**config.mk**
```make
export PLATFORM = sky130hd
export DESIGN_NAME = sparse_polynomial_term_store
export DESIGN_NICKNAME = d
export VERILOG_FILES = /design/src/spts_pkg.sv /design/src/spts_coef_ram.sv /design/src/spts_mac.sv /design/src/sparse_polynomial_term_store.sv
export SDC_FILE = /design/constraint.sdc
export NUM_CORES = 2
export LEC_CHECK = 0
export BUFFER_PORTS_ARGS = -buffer_cell sky130_fd_sc_hd__buf_2
export CAP_MARGIN = 10
export CORE_MARGIN = 5
export CORE_UTILIZATION = 40
export CTS_CLUSTER_SIZE = 30
export DETAILED_ROUTE_END_ITERATION = 12
export HOLD_SLACK_MARGIN = 0.1
export SETUP_SLACK_MARGIN = 0.4
export SYNTH_ARGS = -nofsm -noshare
export SYNTH_HDL_FRONTEND = slang
export SYNTH_HIERARCHICAL = 1
export SYNTH_SLANG_ARGS = --single-unit
```
**constraint.sdc**
```tcl
create_clock -name i_clk -period 11 [get_ports i_clk]
set_clock_uncertainty 0.15 [all_clocks]
set_input_delay 2.2 -clock i_clk [delete_from_list [all_inputs] [get_ports i_clk]]
set_output_delay 2.2 -clock i_clk [all_outputs]
set_load 0.005 [all_outputs]
```
**src/spts_pkg.sv**
```systemverilog
// ----------------------------------------------------------------------------
// spts_pkg
// Shared types and codes for the sparse polynomial term store: request
// opcodes, status codes, the sequencer state type and the control bundle
// driven into the multiply-add unit.
// ----------------------------------------------------------------------------
package spts_pkg;

    // Field widths fixed by the request and result formats.
    localparam int OP_W     = 2;
    localparam int DEG_W    = 5;
    localparam int VALUE_W  = 32;
    localparam int STATUS_W = 2;
    localparam int TOTAL_W  = 6;

    // Request opcodes. Code 3 is unused and changes nothing.
    localparam logic [OP_W-1:0] OP_INSERT = 2'd0;
    localparam logic [OP_W-1:0] OP_DELETE = 2'd1;
    localparam logic [OP_W-1:0] OP_EVAL   = 2'd2;

    // Result status codes.
    localparam logic [STATUS_W-1:0] ST_OK      = 2'd0;
    localparam logic [STATUS_W-1:0] ST_DUP     = 2'd1;
    localparam logic [STATUS_W-1:0] ST_MISSING = 2'd2;
    localparam logic [STATUS_W-1:0] ST_EMPTY   = 2'd3;

    // Sequencer states.
    typedef enum logic [1:0] {
        S_IDLE,
        S_EVAL,
        S_MACL,
        S_POST
    } t_state;

    // Control bundle for the multiply-add unit.
    typedef struct packed {
        logic clear;
        logic step;
    } t_mac_ctrl;

endpackage

```
**src/spts_coef_ram.sv**
```systemverilog
// ----------------------------------------------------------------------------
// spts_coef_ram
// Coefficient memory with one write port and one registered read port.
// Coefficients are stored at their cut width and sign-extended on read.
// ----------------------------------------------------------------------------
module spts_coef_ram
    import spts_pkg::*;
#(
    parameter int SLOTS = 32,
    parameter int IDX_W = 5,
    parameter int SW    = 32
) (
    input  logic                      i_clk,
    input  logic                      i_wr_en,
    input  logic [IDX_W-1:0]          i_wr_addr,
    input  logic [SW-1:0]             i_wr_data,
    input  logic                      i_rd_en,
    input  logic [IDX_W-1:0]          i_rd_addr,
    output logic signed [VALUE_W-1:0] o_rd_data
);

    logic [SW-1:0]        r_mem [SLOTS];
    logic signed [SW-1:0] r_rd_data;

    // Write port.
    always_ff @(posedge i_clk) begin
        if (i_wr_en) begin
            r_mem[i_wr_addr] <= i_wr_data;
        end
    end

    // Registered read port.
    always_ff @(posedge i_clk) begin
        if (i_rd_en) begin
            r_rd_data <= r_mem[i_rd_addr];
        end
    end

    // Sign-extend the stored coefficient to the accumulator width.
    assign o_rd_data = VALUE_W'(r_rd_data);

endmodule

```
**src/spts_mac.sv**
```systemverilog
// ----------------------------------------------------------------------------
// spts_mac
// Shared Horner multiply-add unit. Each step replaces the accumulator with
// accumulator * point + coefficient, wrapped to 32 bits.
// ----------------------------------------------------------------------------
module spts_mac
    import spts_pkg::*;
(
    input  logic               i_clk,
    input  t_mac_ctrl          i_ctrl,
    input  logic [VALUE_W-1:0] i_point,
    input  logic [VALUE_W-1:0] i_coef,
    output logic [VALUE_W-1:0] o_acc
);

    logic [VALUE_W-1:0] r_acc;
    logic [VALUE_W-1:0] n_acc;

    // One Horner step; only the low 32 bits of the product are kept.
    always_comb begin
        n_acc = r_acc;
        if (i_ctrl.clear) begin
            n_acc = '0;
        end else if (i_ctrl.step) begin
            n_acc = r_acc * i_point + i_coef;
        end
    end

    always_ff @(posedge i_clk) begin
        r_acc <= n_acc;
    end

    assign o_acc = r_acc;

endmodule

```
**src/sparse_polynomial_term_store.sv**
```systemverilog
// ----------------------------------------------------------------------------
// sparse_polynomial_term_store
// Sparse integer polynomial held as one coefficient per degree with a present
// flag. Requests insert a term, delete a term or evaluate the polynomial at a
// point by Horner's rule from the highest degree down, wrapped to 32 bits.
//
//   Channel   Direction  Handshake                 Payload
//   request   in         i_in_valid / o_in_ready   i_op, i_degree,
//                                                  i_coefficient, i_point
//   result    out        o_out_valid / i_out_ready o_status, o_value,
//                                                  o_term_total
//
// Insert, delete, the unused opcode and an evaluate of an empty store finish
// in the cycle they are accepted. Any other evaluate holds off further requests
// while the single multiply-add unit walks one degree slot per cycle behind
// the registered coefficient read, through S_EVAL, S_MACL and S_POST.
// Reset clears the present flags and the term count at once; no sweep.
// A result waiting in the output register blocks the next request only if it
// is not being taken in the same cycle.
// ----------------------------------------------------------------------------
module sparse_polynomial_term_store
    import spts_pkg::*;
#(
    parameter int DEGREES    = 32,
    parameter int COEF_WIDTH = 32
) (
    input  logic                i_clk,
    input  logic                i_rst_n,
    input  logic                i_in_valid,
    output logic                o_in_ready,
    input  logic [OP_W-1:0]     i_op,
    input  logic [DEG_W-1:0]    i_degree,
    input  logic [VALUE_W-1:0]  i_coefficient,
    input  logic [VALUE_W-1:0]  i_point,
    output logic                o_out_valid,
    input  logic                i_out_ready,
    output logic [STATUS_W-1:0] o_status,
    output logic [VALUE_W-1:0]  o_value,
    output logic [TOTAL_W-1:0]  o_term_total
);

    // Only degrees that the request field can name get a slot; the store holds
    // at most that many, and degrees beyond the last slot are refused.
    localparam int MAX_DEG = 1 << DEG_W;
    localparam int SLOTS   = (DEGREES < MAX_DEG) ? DEGREES : MAX_DEG;
    localparam int IDX_W   = $clog2(SLOTS);
    localparam int SW      = (COEF_WIDTH < VALUE_W) ? COEF_WIDTH : VALUE_W;

    t_state             r_state, n_state;
    logic [SLOTS-1:0]   r_present, n_present;
    logic [TOTAL_W-1:0] r_count, n_count;
    logic [IDX_W-1:0]   r_idx, n_idx;
    logic               r_tap_vld, n_tap_vld;
    logic               r_tap_on;
    logic [VALUE_W-1:0] r_point, n_point;
    logic               r_out_valid, n_out_valid;
    logic [STATUS_W-1:0] r_status, n_status;
    logic [VALUE_W-1:0] r_value, n_value;
    logic [TOTAL_W-1:0] r_total, n_total;

    logic               out_free;
    logic               in_acc;
    logic               in_range;
    logic [IDX_W-1:0]   deg_idx;
    logic               ram_wr;
    logic               ram_rd;
    logic signed [VALUE_W-1:0] ram_data;
    logic [VALUE_W-1:0] mac_coef;
    logic [VALUE_W-1:0] acc;
    t_mac_ctrl          mac_ctrl;

    // Handshake and request decode.
    assign out_free   = !r_out_valid || i_out_ready;
    assign o_in_ready = (r_state == S_IDLE) && out_free;
    assign in_acc     = i_in_valid && o_in_ready;
    assign in_range   = {1'b0, i_degree} < TOTAL_W'(SLOTS);
    assign deg_idx    = i_degree[IDX_W-1:0];

    // Absent slots contribute a zero coefficient.
    assign mac_coef = r_tap_on ? ram_data : '0;

    // Sequencer: next state, store updates and result loading.
    always_comb begin
        logic post;
        post        = 1'b0;
        n_state     = r_state;
        n_present   = r_present;
        n_count     = r_count;
        n_idx       = r_idx;
        n_tap_vld   = 1'b0;
        n_point     = r_point;
        n_out_valid = r_out_valid && !i_out_ready;
        n_status    = r_status;
        n_value     = r_value;
        n_total     = r_total;
        ram_wr      = 1'b0;
        ram_rd      = 1'b0;
        mac_ctrl.clear = 1'b0;
        mac_ctrl.step  = r_tap_vld;
        case (r_state)
            S_IDLE: begin
                if (in_acc) begin
                    post     = 1'b1;
                    n_status = ST_OK;
                    n_value  = '0;
                    case (i_op)
                        OP_INSERT: begin
                            if (!in_range) begin
                                n_status = ST_MISSING;
                            end else if (r_present[deg_idx]) begin
                                n_status = ST_DUP;
                            end else begin
                                n_present[deg_idx] = 1'b1;
                                n_count = r_count + TOTAL_W'(1);
                                ram_wr  = 1'b1;
                            end
                        end
                        OP_DELETE: begin
                            if (r_count == '0) begin
                                n_status = ST_EMPTY;
                            end else if (!in_range || !r_present[deg_idx]) begin
                                n_status = ST_MISSING;
                            end else begin
                                n_present[deg_idx] = 1'b0;
                                n_count = r_count - TOTAL_W'(1);
                            end
                        end
                        OP_EVAL: begin
                            if (r_count == '0) begin
                                n_status = ST_EMPTY;
                            end else begin
                                post           = 1'b0;
                                n_point        = i_point;
                                n_idx          = IDX_W'(SLOTS - 1);
                                mac_ctrl.clear = 1'b1;
                                n_state        = S_EVAL;
                            end
                        end
                        default: begin
                        end
                    endcase
                    if (post) begin
                        n_out_valid = 1'b1;
                        n_total     = n_count;
                    end
                end
            end
            S_EVAL: begin
                // Read one slot a cycle, highest degree first.
                ram_rd    = 1'b1;
                n_tap_vld = 1'b1;
                if (r_idx == '0) begin
                    n_state = S_MACL;
                end else begin
                    n_idx = r_idx - IDX_W'(1);
                end
            end
            S_MACL: begin
                // The last slot's multiply-add completes here.
                n_state = S_POST;
            end
            S_POST: begin
                if (out_free) begin
                    n_out_valid = 1'b1;
                    n_status    = ST_OK;
                    n_value     = acc;
                    n_total     = r_count;
                    n_state     = S_IDLE;
                end
            end
            default: begin
                n_state = S_IDLE;
            end
        endcase
    end

    // Control registers.
    always_ff @(posedge i_clk) begin
        if (!i_rst_n) begin
            r_state     <= S_IDLE;
            r_present   <= '0;
            r_count     <= '0;
            r_tap_vld   <= 1'b0;
            r_out_valid <= 1'b0;
        end else begin
            r_state     <= n_state;
            r_present   <= n_present;
            r_count     <= n_count;
            r_tap_vld   <= n_tap_vld;
            r_out_valid <= n_out_valid;
        end
    end

    // Payload registers.
    always_ff @(posedge i_clk) begin
        r_idx    <= n_idx;
        r_point  <= n_point;
        r_status <= n_status;
        r_value  <= n_value;
        r_total  <= n_total;
        if (ram_rd) begin
            r_tap_on <= r_present[r_idx];
        end
    end

    spts_coef_ram #(
        .SLOTS (SLOTS),
        .IDX_W (IDX_W),
        .SW    (SW)
    ) u_ram (
        .i_clk     (i_clk),
        .i_wr_en   (ram_wr),
        .i_wr_addr (deg_idx),
        .i_wr_data (i_coefficient[SW-1:0]),
        .i_rd_en   (ram_rd),
        .i_rd_addr (r_idx),
        .o_rd_data (ram_data)
    );

    spts_mac u_mac (
        .i_clk   (i_clk),
        .i_ctrl  (mac_ctrl),
        .i_point (r_point),
        .i_coef  (mac_coef),
        .o_acc   (acc)
    );

    assign o_out_valid  = r_out_valid;
    assign o_status     = r_status;
    assign o_value      = r_value;
    assign o_term_total = r_total;

    // The term count always matches the number of present flags.
    a_count_matches: assert property (@(posedge i_clk) disable iff (!i_rst_n)
        r_count == TOTAL_W'($countones(r_present)))
        else $error("term count differs from present flags");

    // Multiply-add steps happen only during an evaluation walk.
    a_step_in_walk: assert property (@(posedge i_clk) disable iff (!i_rst_n)
        r_tap_vld |-> (r_state == S_EVAL || r_state == S_MACL))
        else $error("multiply-add step outside evaluation");

    // An evaluate on a non-empty store starts the walk.
    a_eval_starts: assert property (@(posedge i_clk) disable iff (!i_rst_n)
        (in_acc && i_op == OP_EVAL && r_count != '0) |=> r_state == S_EVAL)
        else $error("evaluate did not start the walk");

    // The store never changes while an evaluation is in progress.
    a_store_frozen: assert property (@(posedge i_clk) disable iff (!i_rst_n)
        (r_state == S_EVAL || r_state == S_MACL) |=> $stable(r_present))
        else $error("present flags changed during evaluation");

endmodule
```
==> flow_summary.toml <==
[critical_path]
start_kind = "register"
crit_buf_inv = 6
crit_chain = "and2_1 -> fa_1 -> fa_1 -> fa_1 -> inv_1 -> fa_1 -> inv_1 -> fa_1 -> inv_1 -> fa_1 -> inv_1 -> fa_1 -> inv_1 -> fa_1 -> inv_1 -> ha_1 -> a21o_1 -> a41oi_1 -> o21ai_0 -> a21oi_1 -> o31a_4 -> o31ai_2 -> a2111o_1 -> o221ai_1"
cp_slowest_cell = "edfxtp_1"
worst_setup_path_end_kind = "register"
critPathKind = "reg2reg"
cp_common_cell = "fa_1"
cp.arrival_ns = 8.29
regToRegSetupSlack_ns = 3.23
cpPeakStageDelay_ns = 1.11
cp_max_fo = 29
required_ns = 11.53
cp_top_family = "adder cells"

[clocking]
cts_tree = "yes"
clk_pin_slew_worst_paths_ns = 0.06
postCtsSetupRepairBufs = 0
cts-root-buf = "clkbuf_16"
cts_sinks = 1208
htreeDepth = 4
clock_latency_ns = 0.76
ctsLongestPathBuffers = 3
cts_resized = 0
hold_buffers = 0
cts_inserted_buffers = 132

[floorplan]
std_cell_rows = 147
die_w_um = 412
io_pins = 117
die_area_um2 = 170000
start_util_pct = 40.3
fp.dieH_um = 412
core-area_um2 = 161000

[layout]
post_route_cells_drive_above_1_share_pct = 9.30
utilization_pct = 44.7
regArea_um2 = 35500
areaGrowthSynthToFinish_pct = 11.1
multi_input_area_um2 = 26300
final_net_count = 5446
nFillCells = 14420

[sta]
fin_crit_ns = 7.77
max_slew.worst_pin.slew_ns = 1.31
period_share_pct = 70.6
setup_violations = 0
fin_setup_tns_ns = 0
slew_violations = 0
rsz0062_at_grt = "false"
fmax_ghz = 0.129
hold_viol_final = 0
relSlewSlack_pct = 12.5

[yosys]
synth_edf_count = 1134
synth-seq-cells = 1208
synthAdderAreaFrac_pct = 16.1
synth_compound_gate_area_share_pct = 5.19
synth_top_family_by_area = "adder cells"
synthMuxAreaShare_pct = 9.03
ys_seq_area_share_pct = 54.9
netlist_instances = 4743
async_reset_ff_share_pct = 0
syn_area_um2 = 64700
ys.flop_type = "edfxtp_1"
synthSimpleGateAreaFrac_pct = 8.69
synth_cell_types = 80
synth_nets = 5389
synth_warnings = 6
synth_xor_xnor_area_share_pct = 1.17
avgSynthCellArea_um2 = 13.6

[detailed_routing]
drt_pre_antenna_iters = 7
drt_iter0_markers = 3259
wl_mm = 171
via_per_inst = 5.37
vias = 37958
antenna_left = 0
route.detailed.wl_per_inst_um = 24.3
drc_errors = 0

[placement]
hpwl_mm = 102
gp_congestion = 0.832
io_buffers = 116

[job]
cap_violations = 0

[global_route]
grt_overflow = 0
grt_pass1_vias = 39064
grt_max_degree = 127
grt_pass1_wl_mm = 256
antenna_found_initial = 17
grt_usage_pct = 20.2

[run_status]
status = "finished clean"

[hold_path]
hp-class = "reg2reg"
worst min-delay path: cells and delay by family, from the launching register on:
family | cells | cell delay [ns]
muxes | 1 | 0.05
DFF | 1 | 0.31
and+or+nand+nor | 1 | 0.06
cells in the final DEF (no fill, tap or decap), types with 116 or more instances in the layout:
| cell | netlist | routed |
|---|---|---|
| and2_1 | 436 | 435 |
| ha_1 | 133 | 132 |
| buf_2 | 36 | 116 |
| edfxtp_1 | 1134 | 1134 |
| inv_1 | 491 | 491 |
| mux2i_1 | 552 | 552 |
| a21oi_1 | 133 | 133 |
| nand2_1 | 297 | 296 |
| nand3_1 | 116 | 116 |
| clkbuf_16 | 0 | 132 |
| fa_1 | 438 | 438 |
kinds of logic (layout without fill, tap and decap cells):
| group | after synthesis | count (layout) |
|---|---|---|
| and+or+nand+nor | 1078 | 1078 |
| other | 0 | 8 |
| xor gates and xnor gates | 85 | 85 |
| buffers and inverters | 756 | 914 |
| adders and majority gates | 571 | 571 |
| muxes | 567 | 567 |
| DFF | 1208 | 1208 |
| AOI/OAI and AO/OA | 478 | 478 |
Yosys cell counts (all sizes together) (21+ instances only):
master	n	area share [%]
nor2	99	0.57
o21ai	29	0.23
inv	491	2.8
dfxtp	74	2.3
a21oi	134	1.0
a41oi	21	0.28
fa	438	14
nand3	116	0.90
a31oi	36	0.35
edfxtp	1134	53
mux2i	552	8.5
and2	436	4.2
clkbuf	161	0.95
nor3	51	0.39
ha	133	2.6
buf	103	1.1
nand2	298	1.7
a22oi	96	1.1
a22o	65	0.88
xnor2	64	0.87
state kept, by name (all words and copies together), names as in the netlist, named ones only:
signal,cells
r_state,2
r_tap_on,1
o_status,2
r_point,32
o_term_total,6
o_value,32
r_count,6
u_ram/o_rd_data,32
r_idx,5
u_ram/r_mem,1024
o_out_valid,1
r_tap_vld,1
u_mac/o_acc,32
layout make-up:
| type | count | area share [%] |
|---|---|---|
| antenna | 8 | 0.0278 |
| tap | 2160 | 3.76 |
| clock inverter | 80 | 1.23 |
| timing repair buffer | 187 | 1.70 |
| sequential | 1208 | 49.4 |
| multi-input combinational | 2779 | 36.6 |
| inverter | 492 | 2.57 |
| clock buffer | 155 | 4.71 |
stage by stage:
step	hold slack [ns]	setup WS [ns]	std cells	cell area [µm²]
6_report	0.324	3.23	7069	71900
2_1_floorplan	0.291	4.05	4743	64700
4_1_cts	0.325	3.24	7061	71900
3_3_place_gp	0.308	3.30	6826	67600
3_5_place_dp	0.317	3.24	6826	67600
5_1_grt	0.343	2.89	7061	71900
routing by layer:
layer / GRT usage [%] / wire length (µm)
met5: 0 / 35
met4: 4.94 / 3690
met3: 3.51 / 10300
met2: 34.2 / 83900
met1: 27.1 / 73500
worst paths after layout:
path                                         to        from  cells after the start
worst min-delay path                   register    register                      2
worst max register to register  u_mac/o_acc[27]  r_point[3]                     24
worst max-delay path            u_mac/o_acc[27]  r_point[3]                     24
worst min register to register         register    register                      2
Power is left out: the tool's default activity adds up to more than one toggle a clock period on the data nets, which glitch-free logic cannot reach.
